File: src/rtl/core/clb_pkg.sv
// Shared types, codes and constants of the character-LCD bus sequencer.
`default_nettype none
package clb_pkg;

  localparam int CMD_W      = 3;
  localparam int CFG_IDX_W  = 2;
  localparam int CFG_DATA_W = 22;
  localparam int COL_W      = 6;
  localparam int CNT_W      = 3;
  localparam int MAX_BYTES  = 4;
  localparam int BSEL_W     = $clog2(MAX_BYTES);
  localparam int Q_DEPTH    = 2;
  localparam int Q_PTR_W    = $clog2(Q_DEPTH);
  localparam int Q_CNT_W    = $clog2(Q_DEPTH + 1);

  localparam logic [CMD_W-1:0] CMD_COMMAND = 3'd0;
  localparam logic [CMD_W-1:0] CMD_DATA    = 3'd1;
  localparam logic [CMD_W-1:0] CMD_CURSOR  = 3'd2;
  localparam logic [CMD_W-1:0] CMD_CLEAR   = 3'd3;
  localparam logic [CMD_W-1:0] CMD_INIT    = 3'd4;

  localparam logic [CFG_IDX_W-1:0] REG_BUS_MODE      = 2'd0;
  localparam logic [CFG_IDX_W-1:0] REG_PULSE_TICKS   = 2'd1;
  localparam logic [CFG_IDX_W-1:0] REG_STARTUP_TICKS = 2'd2;
  localparam logic [CFG_IDX_W-1:0] REG_ROW_LENGTH    = 2'd3;

  localparam logic        RST_BUS_MODE      = 1'b1;
  localparam logic [21:0] RST_STARTUP_TICKS = 22'd2000000;
  localparam logic [5:0]  RST_ROW_LENGTH    = 6'd16;

  localparam logic [COL_W-1:0] COL_MAX = 6'd63;

  localparam logic [7:0] INS_FUNC_8BIT  = 8'b0011_1000;
  localparam logic [7:0] INS_DISP_ON    = 8'b0000_1100;
  localparam logic [7:0] INS_CLEAR      = 8'b0000_0001;
  localparam logic [7:0] INS_FUNC_4BIT  = 8'b0010_0010;
  localparam logic [7:0] INS_ROW0       = 8'b1000_0000;
  localparam logic [7:0] INS_ROW1       = 8'b1100_0000;
  localparam logic [7:0] INS_ENTRY_LAST = 8'b0001_1111;

  typedef struct packed {
    logic                            mode;
    logic [CNT_W-1:0]                count;
    logic [MAX_BYTES-1:0][7:0]       bytes;
    logic [MAX_BYTES-1:0]            rs;
    logic                            wait_first;
  } job_t;

  typedef struct packed {
    logic push;
    job_t job;
  } q_wr_t;

  typedef struct packed {
    logic valid;
    job_t job;
  } q_rd_t;

endpackage
`default_nettype wire

File: src/rtl/core/clb_in_if.sv
// Request channel carrying one sequencer item.
`default_nettype none
interface clb_in_if;
  logic       valid;
  logic       ready;
  logic [2:0] cmd;
  logic [7:0] byte_value;
  logic [5:0] column;
  logic       row;
  logic       text_start;

  modport source (output valid, cmd, byte_value, column, row, text_start, input ready);
  modport sink (input valid, cmd, byte_value, column, row, text_start, output ready);
endinterface
`default_nettype wire

File: src/rtl/core/clb_out_if.sv
// Request channel carrying one bus transfer.
`default_nettype none
interface clb_out_if;
  logic       valid;
  logic       ready;
  logic       reg_select;
  logic [7:0] bus_value;
  logic       startup_wait;
  logic       last;

  modport source (output valid, reg_select, bus_value, startup_wait, last, input ready);
  modport sink (input valid, reg_select, bus_value, startup_wait, last, output ready);
endinterface
`default_nettype wire

File: src/rtl/core/char_lcd_bus_sequencer_core.sv
// Top level of the character-LCD bus sequencer.
// The first transfer of an item is registered at the output after the item has been written into the job queue.
// The back end issues one transfer per cycle while the output is not stalled; an item expands into 1 to 7 transfers.
// The job queue holds two items, and the input is ready whenever the queue is not full.
// Reset empties the queue and output, clears the text counter and loads register defaults.
`default_nettype none
module char_lcd_bus_sequencer_core import clb_pkg::*; (
  input  wire logic                  clk,
  input  wire logic                  rst,
  input  wire logic                  cfg_we,
  input  wire logic [CFG_IDX_W-1:0]  cfg_index,
  input  wire logic [CFG_DATA_W-1:0] cfg_data,
  clb_in_if.sink                     item,
  clb_out_if.source                  xfer
);

  q_wr_t q_wr;
  q_rd_t q_rd;
  logic  q_full;
  logic  q_pop;

  clb_front u_front (
    .clk       (clk),
    .rst       (rst),
    .cfg_we    (cfg_we),
    .cfg_index (cfg_index),
    .cfg_data  (cfg_data),
    .item      (item),
    .q_full    (q_full),
    .q_wr      (q_wr)
  );

  clb_queue u_queue (
    .clk  (clk),
    .rst  (rst),
    .q_wr (q_wr),
    .pop  (q_pop),
    .full (q_full),
    .q_rd (q_rd)
  );

  clb_back u_back (
    .clk  (clk),
    .rst  (rst),
    .q_rd (q_rd),
    .pop  (q_pop),
    .xfer (xfer)
  );

endmodule
`default_nettype wire

File: src/rtl/core/clb_front.sv
// Front end: configuration registers, text counter and item classification.
`default_nettype none
module clb_front import clb_pkg::*; (
  input  wire logic                  clk,
  input  wire logic                  rst,
  input  wire logic                  cfg_we,
  input  wire logic [CFG_IDX_W-1:0]  cfg_index,
  input  wire logic [CFG_DATA_W-1:0] cfg_data,
  clb_in_if.sink                     item,
  input  wire logic                  q_full,
  output q_wr_t                      q_wr
);

  logic                  bus_mode;
  logic [CFG_DATA_W-1:0] startup_ticks;
  logic [COL_W-1:0]      row_length;
  logic [COL_W-1:0]      text_column;
  logic [COL_W-1:0]      text_column_next;
  logic [COL_W-1:0]      col_base;
  logic [COL_W-1:0]      col_inc;
  logic                  do_inc;
  logic                  wrap;
  logic                  known;
  logic                  accept;
  job_t                  job;

  // The enable pulse width only matters to the pin driver downstream.
  always_ff @(posedge clk) begin
    if (rst) begin
      bus_mode      <= RST_BUS_MODE;
      startup_ticks <= RST_STARTUP_TICKS;
      row_length    <= RST_ROW_LENGTH;
    end else if (cfg_we) begin
      case (cfg_index)
        REG_BUS_MODE:      bus_mode      <= cfg_data[0];
        REG_PULSE_TICKS:   ;
        REG_STARTUP_TICKS: startup_ticks <= cfg_data;
        REG_ROW_LENGTH:    row_length    <= cfg_data[COL_W-1:0];
        default:           ;
      endcase
    end
  end

  assign item.ready = !q_full;
  assign accept     = item.valid && !q_full;

  always_comb begin
    col_base         = item.text_start ? '0 : text_column;
    do_inc           = col_base != COL_MAX;
    col_inc          = col_base + 6'd1;
    wrap             = do_inc && (col_inc == row_length);
    text_column_next = do_inc ? col_inc : col_base;

    known          = 1'b1;
    job.mode       = bus_mode;
    job.count      = '0;
    job.bytes      = '0;
    job.rs         = '0;
    job.wait_first = 1'b0;
    case (item.cmd)
      CMD_COMMAND: begin
        job.bytes[0] = item.byte_value;
        job.count    = bus_mode ? 3'd2 : 3'd1;
      end
      CMD_DATA: begin
        job.bytes[0] = item.byte_value;
        job.rs[0]    = 1'b1;
        if (wrap) begin
          job.bytes[1] = INS_ROW1;
          job.count    = bus_mode ? 3'd4 : 3'd2;
        end else begin
          job.count    = bus_mode ? 3'd2 : 3'd1;
        end
      end
      CMD_CURSOR: begin
        job.bytes[0] = INS_ROW0 + {2'b00, item.column} + {1'b0, item.row, 6'b0};
        job.count    = bus_mode ? 3'd2 : 3'd1;
      end
      CMD_CLEAR: begin
        job.bytes[0] = INS_CLEAR;
        job.count    = bus_mode ? 3'd2 : 3'd1;
      end
      CMD_INIT: begin
        job.wait_first = startup_ticks != '0;
        if (bus_mode) begin
          job.bytes[0] = INS_FUNC_4BIT;
          job.bytes[1] = INS_ROW0;
          job.bytes[2] = INS_ROW1;
          job.bytes[3] = INS_ENTRY_LAST;
          job.count    = 3'd7;
        end else begin
          job.bytes[0] = INS_FUNC_8BIT;
          job.bytes[1] = INS_DISP_ON;
          job.bytes[2] = INS_CLEAR;
          job.count    = 3'd3;
        end
      end
      default: known = 1'b0;
    endcase

    q_wr.push = accept && known;
    q_wr.job  = job;
  end

  always_ff @(posedge clk) begin
    if (rst) begin
      text_column <= '0;
    end else if (accept && item.cmd == CMD_DATA) begin
      text_column <= text_column_next;
    end
  end

endmodule
`default_nettype wire

File: src/rtl/core/clb_queue.sv
// Two-entry job queue between the front and back ends.
`default_nettype none
module clb_queue import clb_pkg::*; (
  input  wire logic  clk,
  input  wire logic  rst,
  input  wire q_wr_t q_wr,
  input  wire logic  pop,
  output logic       full,
  output q_rd_t      q_rd
);

  job_t               entries [Q_DEPTH];
  logic [Q_PTR_W-1:0] wr_ptr;
  logic [Q_PTR_W-1:0] rd_ptr;
  logic [Q_CNT_W-1:0] fill;
  logic               do_pop;

  assign full       = fill == Q_CNT_W'(Q_DEPTH);
  assign q_rd.valid = fill != '0;
  assign q_rd.job   = entries[rd_ptr];
  assign do_pop     = pop && q_rd.valid;

  always_ff @(posedge clk) begin
    if (q_wr.push && !full) begin
      entries[wr_ptr] <= q_wr.job;
    end
  end

  always_ff @(posedge clk) begin
    if (rst) begin
      wr_ptr <= '0;
      rd_ptr <= '0;
      fill   <= '0;
    end else begin
      if (q_wr.push && !full) begin
        wr_ptr <= wr_ptr + 1'b1;
      end
      if (do_pop) begin
        rd_ptr <= rd_ptr + 1'b1;
      end
      fill <= fill + Q_CNT_W'(q_wr.push && !full) - Q_CNT_W'(do_pop);
    end
  end

  a_no_push_full: assert property (@(posedge clk) disable iff (rst)
    q_wr.push |-> !full) else $error("job pushed into a full queue");
  a_fill_bound: assert property (@(posedge clk) disable iff (rst)
    fill <= Q_CNT_W'(Q_DEPTH)) else $error("queue fill count out of range");

endmodule
`default_nettype wire

File: src/rtl/core/clb_back.sv
// Back end: expands queued jobs into bus transfers, one per cycle while the output is not stalled.
`default_nettype none
module clb_back import clb_pkg::*; (
  input  wire logic  clk,
  input  wire logic  rst,
  input  wire q_rd_t q_rd,
  output logic       pop,
  clb_out_if.source  xfer
);

  logic [CNT_W-1:0]  idx;
  logic [BSEL_W-1:0] bsel;
  logic [7:0]        cur_byte;
  logic [7:0]        value;
  logic              is_last;
  logic              advance;
  logic              take;
  logic              out_mode;

  always_comb begin
    advance  = !xfer.valid || xfer.ready;
    take     = advance && q_rd.valid;
    bsel     = q_rd.job.mode ? idx[2:1] : idx[1:0];
    cur_byte = q_rd.job.bytes[bsel];
    if (!q_rd.job.mode) begin
      value = cur_byte;
    end else if (idx[0]) begin
      value = {cur_byte[3:0], 4'h0};
    end else begin
      value = {cur_byte[7:4], 4'h0};
    end
    is_last = idx == (q_rd.job.count - 3'd1);
    pop     = take && is_last;
  end

  always_ff @(posedge clk) begin
    if (rst) begin
      xfer.valid <= 1'b0;
      idx        <= '0;
    end else if (advance) begin
      xfer.valid <= q_rd.valid;
      if (take) begin
        idx <= is_last ? '0 : idx + 3'd1;
      end
    end
  end

  always_ff @(posedge clk) begin
    if (take) begin
      xfer.reg_select   <= q_rd.job.rs[bsel];
      xfer.bus_value    <= value;
      xfer.startup_wait <= q_rd.job.wait_first && idx == '0;
      xfer.last         <= is_last;
      out_mode          <= q_rd.job.mode;
    end
  end

  a_idx_in_job: assert property (@(posedge clk) disable iff (rst)
    q_rd.valid |-> idx < q_rd.job.count) else $error("transfer index beyond job");
  a_idx_restart: assert property (@(posedge clk) disable iff (rst)
    pop |=> idx == '0) else $error("transfer index not cleared after job");
  a_nibble_low_zero: assert property (@(posedge clk) disable iff (rst)
    (xfer.valid && out_mode) |-> xfer.bus_value[3:0] == 4'h0)
    else $error("nibble transfer has low bits set");

endmodule
`default_nettype wire

File: src/flat_wrapper.sv
// flat-port wrapper written by rule: the top's interface ports become plain ports
module char_lcd_bus_sequencer_core_flat import clb_pkg::*;
  (clk, rst, cfg_we, cfg_index, cfg_data, item_valid, item_cmd, item_byte_value, item_column, item_row, item_text_start, item_ready, xfer_valid, xfer_reg_select, xfer_bus_value, xfer_startup_wait, xfer_last, xfer_ready);
  clb_in_if item_i ();
  clb_out_if xfer_i ();
  input  wire logic clk;
  input  wire logic rst;
  input  wire logic cfg_we;
  input  wire logic [CFG_IDX_W-1:0] cfg_index;
  input  wire logic [CFG_DATA_W-1:0] cfg_data;
  input wire logic [$bits(item_i.valid)-1:0] item_valid;
  input wire logic [$bits(item_i.cmd)-1:0] item_cmd;
  input wire logic [$bits(item_i.byte_value)-1:0] item_byte_value;
  input wire logic [$bits(item_i.column)-1:0] item_column;
  input wire logic [$bits(item_i.row)-1:0] item_row;
  input wire logic [$bits(item_i.text_start)-1:0] item_text_start;
  output wire logic [$bits(item_i.ready)-1:0] item_ready;
  output wire logic [$bits(xfer_i.valid)-1:0] xfer_valid;
  output wire logic [$bits(xfer_i.reg_select)-1:0] xfer_reg_select;
  output wire logic [$bits(xfer_i.bus_value)-1:0] xfer_bus_value;
  output wire logic [$bits(xfer_i.startup_wait)-1:0] xfer_startup_wait;
  output wire logic [$bits(xfer_i.last)-1:0] xfer_last;
  input wire logic [$bits(xfer_i.ready)-1:0] xfer_ready;
  assign item_i.valid = item_valid;
  assign item_i.cmd = item_cmd;
  assign item_i.byte_value = item_byte_value;
  assign item_i.column = item_column;
  assign item_i.row = item_row;
  assign item_i.text_start = item_text_start;
  assign item_ready = item_i.ready;
  assign xfer_valid = xfer_i.valid;
  assign xfer_reg_select = xfer_i.reg_select;
  assign xfer_bus_value = xfer_i.bus_value;
  assign xfer_startup_wait = xfer_i.startup_wait;
  assign xfer_last = xfer_i.last;
  assign xfer_i.ready = xfer_ready;
  char_lcd_bus_sequencer_core u_core (.clk(clk), .rst(rst), .cfg_we(cfg_we), .cfg_index(cfg_index), .cfg_data(cfg_data), .item(item_i), .xfer(xfer_i));
endmodule
File: config.mk
export PLATFORM = sky130hd
export DESIGN_NAME = char_lcd_bus_sequencer_core_flat
export DESIGN_NICKNAME = d
export VERILOG_FILES = /design/src/rtl/core/clb_pkg.sv /design/src/rtl/core/clb_in_if.sv /design/src/rtl/core/clb_out_if.sv /design/src/rtl/core/char_lcd_bus_sequencer_core.sv /design/src/rtl/core/clb_front.sv /design/src/rtl/core/clb_queue.sv /design/src/rtl/core/clb_back.sv /design/src/flat_wrapper.sv
export SDC_FILE = /design/constraint.sdc
export NUM_CORES = 1
export LEC_CHECK = 0
export BUFFER_PORTS_ARGS = -buffer_cell sky130_fd_sc_hd__buf_4
export CORE_MARGIN = 2
export CORE_UTILIZATION = 65
export DETAILED_ROUTE_END_ITERATION = 16
export GPL_TIMING_DRIVEN = 0
export PLACE_DENSITY = 0.86
export SETUP_SLACK_MARGIN = 0.5
export SLEW_MARGIN = 15
export SYNTH_ARGS = -nofsm -noshare
export SYNTH_HDL_FRONTEND = slang
export SYNTH_HIERARCHICAL = 1
export SYNTH_SLANG_ARGS = --single-unit
File: constraint.sdc
create_clock -name clk -period 5.8 [get_ports clk]
set_input_delay 1.74 -clock clk [delete_from_list [all_inputs] [get_ports clk]]
set_output_delay 1.74 -clock clk [all_outputs]
set_load 0.02 [all_outputs]
==> results of run 1 <==
## cell families after synthesis
logic type      count (synthesis)  share of synthesized area [%]
buf+inv                        77                           6.69
compound gates                 97                           9.59
xor+xnor                        8                           1.30
flops                         137                           56.8
mux                            76                           12.9
fa+ha+maj                       6                           1.16
simple gates                  152                           11.5
other cells                     1                         0.0580
## registers in the layout, summed over array words and instances, names as in the netlist, 2 cells and up, named ones only
signal / count
u_core/u_back/idx: 3
u_core/u_back/xfer.bus_value: 8
u_core/u_front/row_length: 6
u_core/u_front/startup_ticks: 22
u_core/u_front/text_column: 6
u_core/u_queue/entries: 82
u_core/u_queue/fill: 2
## worst paths after layout
check	start	end	slack, ns	depth (start not counted)
worst min register to register	u_core/u_front/startup_ticks[11]$_SDFFE_PP0P_	u_core/u_front/startup_ticks[11]$_SDFFE_PP0P_	0.46	2
worst min-delay path	u_core/u_front/startup_ticks[11]$_SDFFE_PP0P_	u_core/u_front/startup_ticks[11]$_SDFFE_PP0P_	0.46	2
worst max-delay path	item_text_start	u_core/u_queue/entries[1][38]$_DFFE_PP_	2.20	9
worst max register to register	flip-flop	u_core/u_queue/fill[1]$_SDFF_PP0_	2.69	15
## through the flow
stage | worst slack, ns | hold slack, ns | area (sq um) | instances
after global placement | 1.49 | 0.442 | 7130 | 760
after CTS | 2.24 | 0.458 | 7760 | 793
final | 2.20 | 0.457 | 7760 | 793
after global routing | 2.11 | 0.483 | 7760 | 793
after detailed placement | 1.69 | 0.448 | 7150 | 761
after floorplan | 1.97 | 0.429 | 6520 | 568
## power breakdown
| part | switching, mW | total [mW] | internal [mW] |
|---|---|---|---|
| combinational | 0.182 | 0.325 | 0.143 |
| sequential | 0.0203 | 1.13 | 1.11 |
| clock | 0.400 | 1.08 | 0.681 |
## cell usage after synthesis, types with 2 or more instances
cell      instances
buf_2            10
nor2b_1           2
o22ai_1           6
nor4_1            5
xnor2_1           3
ha_1              6
nand3b_1          7
or3_1             6
nor3b_1           2
a211o_1           2
nor3_1            2
mux2_1            3
nand3_1           6
a21oi_1          31
a32oi_1           4
o221ai_1          4
or4_1             2
a211oi_1          2
and3_2            2
buf_6             4
nand4_1           2
a31oi_1           2
o22a_1            4
mux2i_1          25
clkbuf_1         13
o21ai_0          22
nand2_1          59
nand2b_1          5
and3_1            3
dfxtp_1          44
mux2_2           47
a221o_1           4
nor2_1           39
a22oi_1          10
edfxtp_1         93
inv_1            20
buf_4            27
xor2_1            4
## metal layers
layer | up-vias | track usage [%] | part of all wire, %
met5 | - | 0 | 0
met4 | 0 | 10.9 | 2.6
met3 | 37 | 5.54 | 6.1
met2 | 204 | 48.8 | 52
met1 | 2189 | 31.3 | 39
li1 | 2166 | - | -
## cell type report
cell class              instances  share of cell area, %
well taps                     133                   2.14
repair buffers                 60                   5.97
plain buffers                  55                   4.51
multi-input cells             354                   31.1
flip-flops and latches        137                   47.3
inverters                      22                   1.06
clock buffers                  23                   6.85
clock inverters                 9                   1.00
## worst register-to-register path: stages (launching register included)
cell and delay, ns:
dfxtp_1 0.30, buf_2 0.15, buf_2 0.29, mux2_1 0.39, inv_1 0.08, ha_1 0.23, xor2_1 0.18, nand3_2 0.13
nor2_1 0.21, o21a_1 0.21, ha_1 0.24, inv_1 0.05, ha_1 0.15, xor2_1 0.19, and2_1 0.15, nor3_1 0.04
==> impl_metrics.env, run 1 <==
export IMPL_maxSlewHeadroom_pct=32.0
export IMPL_ir_drop_mv=0.205
export IMPL_io_buffers=59
export IMPL_status="complete, no violations"
export IMPL_die_w_um=104
export IMPL_grt_pass1_wl_um=22600
export IMPL_path_buf_inv=2
export IMPL_postCtsSetupBuffers=0
export IMPL_track_usage_pct=26.9
export IMPL_drv_max_cap_violation_count=0
export IMPL_synthFlopType="edfxtp_1"
export IMPL_skew_ns=0.00622
export IMPL_die_h_um=104
export IMPL_insertion_delay_ns=0.52
export IMPL_antenna_left=0
export IMPL_worstMarginPinSlew_ns=1.02
export IMPL_seq_area_frac_synth_pct=56.8
export IMPL_cp_slowest_stage_delay_ns=0.55
export IMPL_critPathTopFamily="simple AND/OR/NAND/NOR gates"
export IMPL_drt_initial_drc_count=363
export IMPL_netlist_instances=554
export IMPL_p_total_mw=2.54
export IMPL_synth_area_leaders="edfxtp_1 (43%), dfxtp_1 (14%), mux2_2 (8.2%)"
export IMPL_cts_buffer_depth=2
export IMPL_cts_root_buf="clkbuf_8"
export IMPL_timing_final_crit_period_ns=3.60
export IMPL_rsz0062_at_grt="false"
export IMPL_via_count=4596
export IMPL_startpoint_type="input pin"
export IMPL_yosysTopAreaCell="edfxtp_1"
export IMPL_setup_viol=0
export IMPL_start_util_pct=66.5
export IMPL_num_rows=36
export IMPL_wl_per_cell_um=17.5
export IMPL_ctsResizeCount=0
export IMPL_antenna_found_initial=0
export IMPL_post_route_util_pct=79.8
export IMPL_path_clk_slew_ns=0.06
export IMPL_grt_max_degree=42
export IMPL_fin_crit_sh_pct=62.0
export IMPL_leakage_nw=3.02
export IMPL_drv_slew=0
export IMPL_route_detailed_drc=0
export IMPL_synth_edf_count=93
export IMPL_grt_overflow_total=0
export IMPL_yosysWarningCount=6
export IMPL_cts_tree="yes"
export IMPL_first_pass_iters=5
export IMPL_via_per_inst=5.80
export IMPL_cp_required_ns=6.04
export IMPL_nNetsFinal=701
export IMPL_synth_cell_type_count=60
export IMPL_ctsHoldBuffers=0
export IMPL_syn_cell_area_sq_um=6470
export IMPL_cts_buffers=17
export IMPL_insertedDiodeCount=0
export IMPL_dieArea_sq_um=10800
export IMPL_drive_gt1_share_pct=29.2
export IMPL_arrival_ns=3.84
export IMPL_mostFrequentLayoutCells="edfxtp_1 (93), buf_4 (86), nand2_1 (59)"
export IMPL_cts_max_level=4
export IMPL_tns_ns=0
export IMPL_mostFrequentLayoutCell="edfxtp_1"
export IMPL_hp_class="flip-flop to flip-flop"
export IMPL_clkSinkCount=137
export IMPL_ys_ff_latch=137
export IMPL_synthDominantCellAreaShare_pct=43.2
export IMPL_fp_coreArea_sq_um=9730
export IMPL_critPathCaptureType="flip-flop"
export IMPL_cp_max_fo=8
export IMPL_regArea_sq_um=3670
export IMPL_maxClockFrequency_mhz=278
export IMPL_power_density_nw_per_um2=328
export IMPL_wl_um=13900
export IMPL_gp_congestion=0.918
export IMPL_finalHoldViolations=0
export IMPL_critPathSlowestCell="or4_4"
export IMPL_nFillCells=558
export IMPL_async_flop_share_pct=0
export IMPL_area_delta_synth_final_pct=20.0
export IMPL_synth_avg_cell_area_sq_um=11.7
export IMPL_io_pin_count=61
export IMPL_grt_pass1_vias=4662
export IMPL_place_detailed_hpwl_um=9290
export IMPL_path_cells="clkbuf_1 -> inv_1 -> o22ai_1 -> a21oi_1 -> or4_4 -> or3_1 -> ha_1 -> mux2i_1 -> o21ai_0"
export IMPL_crit_type="input pin to flip-flop"
export IMPL_multiInputGateArea_sq_um=2410
Power figures use the tool's default switching activity.
==> run 2, diff against run 1 <==
--- a/config.mk
+++ b/config.mk
@@ -7,10 +7,10 @@
 export LEC_CHECK = 0
 export BUFFER_PORTS_ARGS = -buffer_cell sky130_fd_sc_hd__buf_4
 export CORE_MARGIN = 2
-export CORE_UTILIZATION = 65
+export CORE_UTILIZATION = 55
 export DETAILED_ROUTE_END_ITERATION = 16
 export GPL_TIMING_DRIVEN = 0
-export PLACE_DENSITY = 0.86
+export PLACE_DENSITY = 0.78
 export SETUP_SLACK_MARGIN = 0.5
 export SLEW_MARGIN = 15
 export SYNTH_ARGS = -nofsm -noshare
==> constraint.sdc (replaced) <==
create_clock -name clk -period 3.2 [get_ports clk]
set_input_delay 0.96 -clock clk [delete_from_list [all_inputs] [get_ports clk]]
set_output_delay 0.96 -clock clk [all_outputs]
set_load 0.02 [all_outputs]
==> run 2 against run 1 <==
  * Worst setup slack worse by 1.6 ns
  * Non-clock buffer count up 10
  * Total power is 75% higher
  * Clock-buffer cell count unchanged
  * Cell count rose by 2.6%
  * Sequential share of layout area is 0.48 points lower
  * Sequential power is 82% higher
  * Hold slack better by 0.0014 ns
  * Sequential cell count unchanged
  * Cell area grew 1.1%
  * Critical path type unchanged
==> impl_metrics.env, run 2 (same netlist as run 1, synthesis figures left out) <==
export IMPL_via_count=4484
export IMPL_reg_top3="u_core/u_queue/entries (82), u_core/u_front/startup_ticks (22), u_core/u_back/xfer.bus_value (8)"
export IMPL_cp_max_fo=8
export IMPL_final_cells=814
export IMPL_mostFrequentLayoutCells="buf_4 (97), edfxtp_1 (93), nand2_1 (59)"
export IMPL_mostFrequentLayoutCell="buf_4"
export IMPL_grt_pass1_vias=4481
export IMPL_ir_drop_mv=0.573
export IMPL_cp_required_ns=3.35
export IMPL_place_detailed_hpwl_um=9250
export IMPL_die_h_um=112
export IMPL_wl_met1_um=5540
export IMPL_grt_max_degree=42
export IMPL_holdPathStages=2
export IMPL_antenna_left=0
export IMPL_cts_buffer_depth=2
export IMPL_drt_initial_drc_count=315
export IMPL_drive_gt1_share_pct=31.0
export IMPL_startpoint_type="input pin"
export IMPL_grt_pass1_wl_um=21800
export IMPL_wl_per_cell_um=16.6
export IMPL_start_util_pct=56.4
export IMPL_critPathCaptureType="flip-flop"
export IMPL_num_rows=39
export IMPL_nNetsFinal=712
export IMPL_gp_congestion=0.867
export IMPL_cts_max_level=4
export IMPL_cp_slowest_stage_delay_ns=0.54
export IMPL_crit_cells=9
export IMPL_critPathTopFamily="simple AND/OR/NAND/NOR gates"
export IMPL_path_cells="clkbuf_8 -> inv_1 -> o22ai_1 -> a21oi_1 -> or4_4 -> or3_4 -> ha_2 -> mux2i_1 -> o21ai_1"
export IMPL_insertion_delay_ns=0.42
export IMPL_post_route_util_pct=68.4
export IMPL_grt_overflow_total=0
export IMPL_wl_um=13600
export IMPL_insertedDiodeCount=0
export IMPL_io_pin_count=61
export IMPL_ctsHoldBuffers=0
export IMPL_io_buffers=59
export IMPL_cts_tree="yes"
export IMPL_route_detailed_drc=0
export IMPL_pre_cts_ws_ns=0.142
export IMPL_hp_class="flip-flop to flip-flop"
export IMPL_first_pass_iters=6
export IMPL_cts_buffers=17
export IMPL_largest_reg_flops=82
export IMPL_stdcell_area_sq_um=7840
export IMPL_dr_max_layer_used="met4"
export IMPL_via_per_inst=5.51
export IMPL_dieArea_sq_um=12600
export IMPL_status="complete, no violations"
export IMPL_setup_viol=0
export IMPL_rsz0062_at_grt="true"
export IMPL_worst_r2r_cell_count=15
export IMPL_hold_slack_ns=0.458
export IMPL_arrival_ns=2.78
export IMPL_die_w_um=112
export IMPL_fin_crit_sh_pct=82.3
export IMPL_placed_area_sq_um=7180
export IMPL_maxSlewHeadroom_pct=31.0
export IMPL_track_usage_pct=22.3
export IMPL_routed_wl_met3_um=655
export IMPL_path_clk_slew_ns=0.05
export IMPL_skew_ns=0.00612
export IMPL_critPathSlowestCell="or4_4"
export IMPL_power_density_nw_per_um2=567
export IMPL_clkSinkCount=137
export IMPL_drv_slew=0
export IMPL_largest_register="u_core/u_queue/entries"
export IMPL_worstMarginPinSlew_ns=1.03
export IMPL_finalHoldViolations=0
export IMPL_antenna_found_initial=0
export IMPL_setup_slack_ns=0.566
export IMPL_p_total_mw=4.45
export IMPL_drv_max_cap_violation_count=0
export IMPL_cts_root_buf="clkbuf_16"
export IMPL_dp_cells=770
export IMPL_leakage_nw=3.03
export IMPL_maxClockFrequency_mhz=380
export IMPL_tns_ns=0
export IMPL_timing_final_crit_period_ns=2.63
export IMPL_path_buf_inv=2
export IMPL_wl_met2_um=7130
export IMPL_crit_type="input pin to flip-flop"
export IMPL_fp_coreArea_sq_um=11500
export IMPL_area_delta_synth_final_pct=21.2
==> run 2: cell types whose count changed in the layout (fill, tap and decap cells not counted), moves of 2 or more <==
| cell | previous run | this run |
|---|---|---|
| buf_2 | 10 | 8 |
| buf_4 | 86 | 97 |
| clkbuf_16 | 20 | 17 |
| clkbuf_8 | 2 | 4 |
| clkinv_1 | 1 | 3 |
| clkinvlp_4 | 0 | 5 |
| ha_1 | 6 | 4 |
| ha_2 | 0 | 2 |
| inv_4 | 3 | 0 |
| o21ai_0 | 22 | 18 |
| o21ai_1 | 0 | 4 |
==> run 2: what timing repair did <==
| action | 4_1_cts | 5_1_grt |
|---|---|---|
| setup buffers | 8 | 3 |
| cloned | 0 | 1 |
| setup endpoints to repair | 2 | 44 |
| pin swaps | 5 | 6 |
| resized for setup | 6 | 6 |
==> run 2: path summary, 6_finish.rpt <==
| path | startpoint | endpoint | slack (ns) |
|---|---|---|---|
| setup / recovery | item_text_start | u_core/u_queue/entries[0][38]$_DFFE_PP_ | 0.57 |
| setup reg to reg | flip-flop | flip-flop | 0.57 |
| hold reg to reg | u_core/u_front/startup_ticks[13]$_SDFFE_PP0P_ | u_core/u_front/startup_ticks[13]$_SDFFE_PP0P_ | 0.46 |
| hold / removal | u_core/u_front/startup_ticks[13]$_SDFFE_PP0P_ | u_core/u_front/startup_ticks[13]$_SDFFE_PP0P_ | 0.46 |
==> run 2: worst reg2reg max path, stage by stage, from the launching register on <==
cell and delay, ns:
dfxtp_2 0.32, buf_6 0.09, buf_8 0.10, buf_4 0.11
mux2_2 0.35, xnor3_1 0.37, nand3_2 0.13, nor2_4 0.04
o21a_1 0.12, buf_4 0.13, buf_4 0.12, buf_4 0.12
buf_4 0.12, buf_4 0.12, xnor2_1 0.20, nor2_1 0.07
==> run 2: where the power goes <==
group / switching [mW] / leakage, nW / internal [mW]
clock: 0.690 / 0.258 / 1.10
sequential: 0.0353 / 1.23 / 2.02
combinational: 0.332 / 1.54 / 0.270
total: 1.06 / 3.03 / 3.39
==> run 2: cell type report <==
type / instances / area (sq um)
fillers: 848 / 3620
clock inverters: 9 / 75.1
repair inverters: 1 / 7.51
flip-flops and latches: 137 / 3670
clock buffers: 23 / 468
inverters: 22 / 86.3
well taps: 143 / 179
plain buffers: 55 / 387
repair buffers: 70 / 526
multi-input cells: 354 / 2440
==> run 2: layer usage <==
layer	GRT usage, %	up-vias
met1	25.9	2150
li1	-	2193
met3	6.59	18
met2	39.4	123
met5	0	-
met4	7.97	0
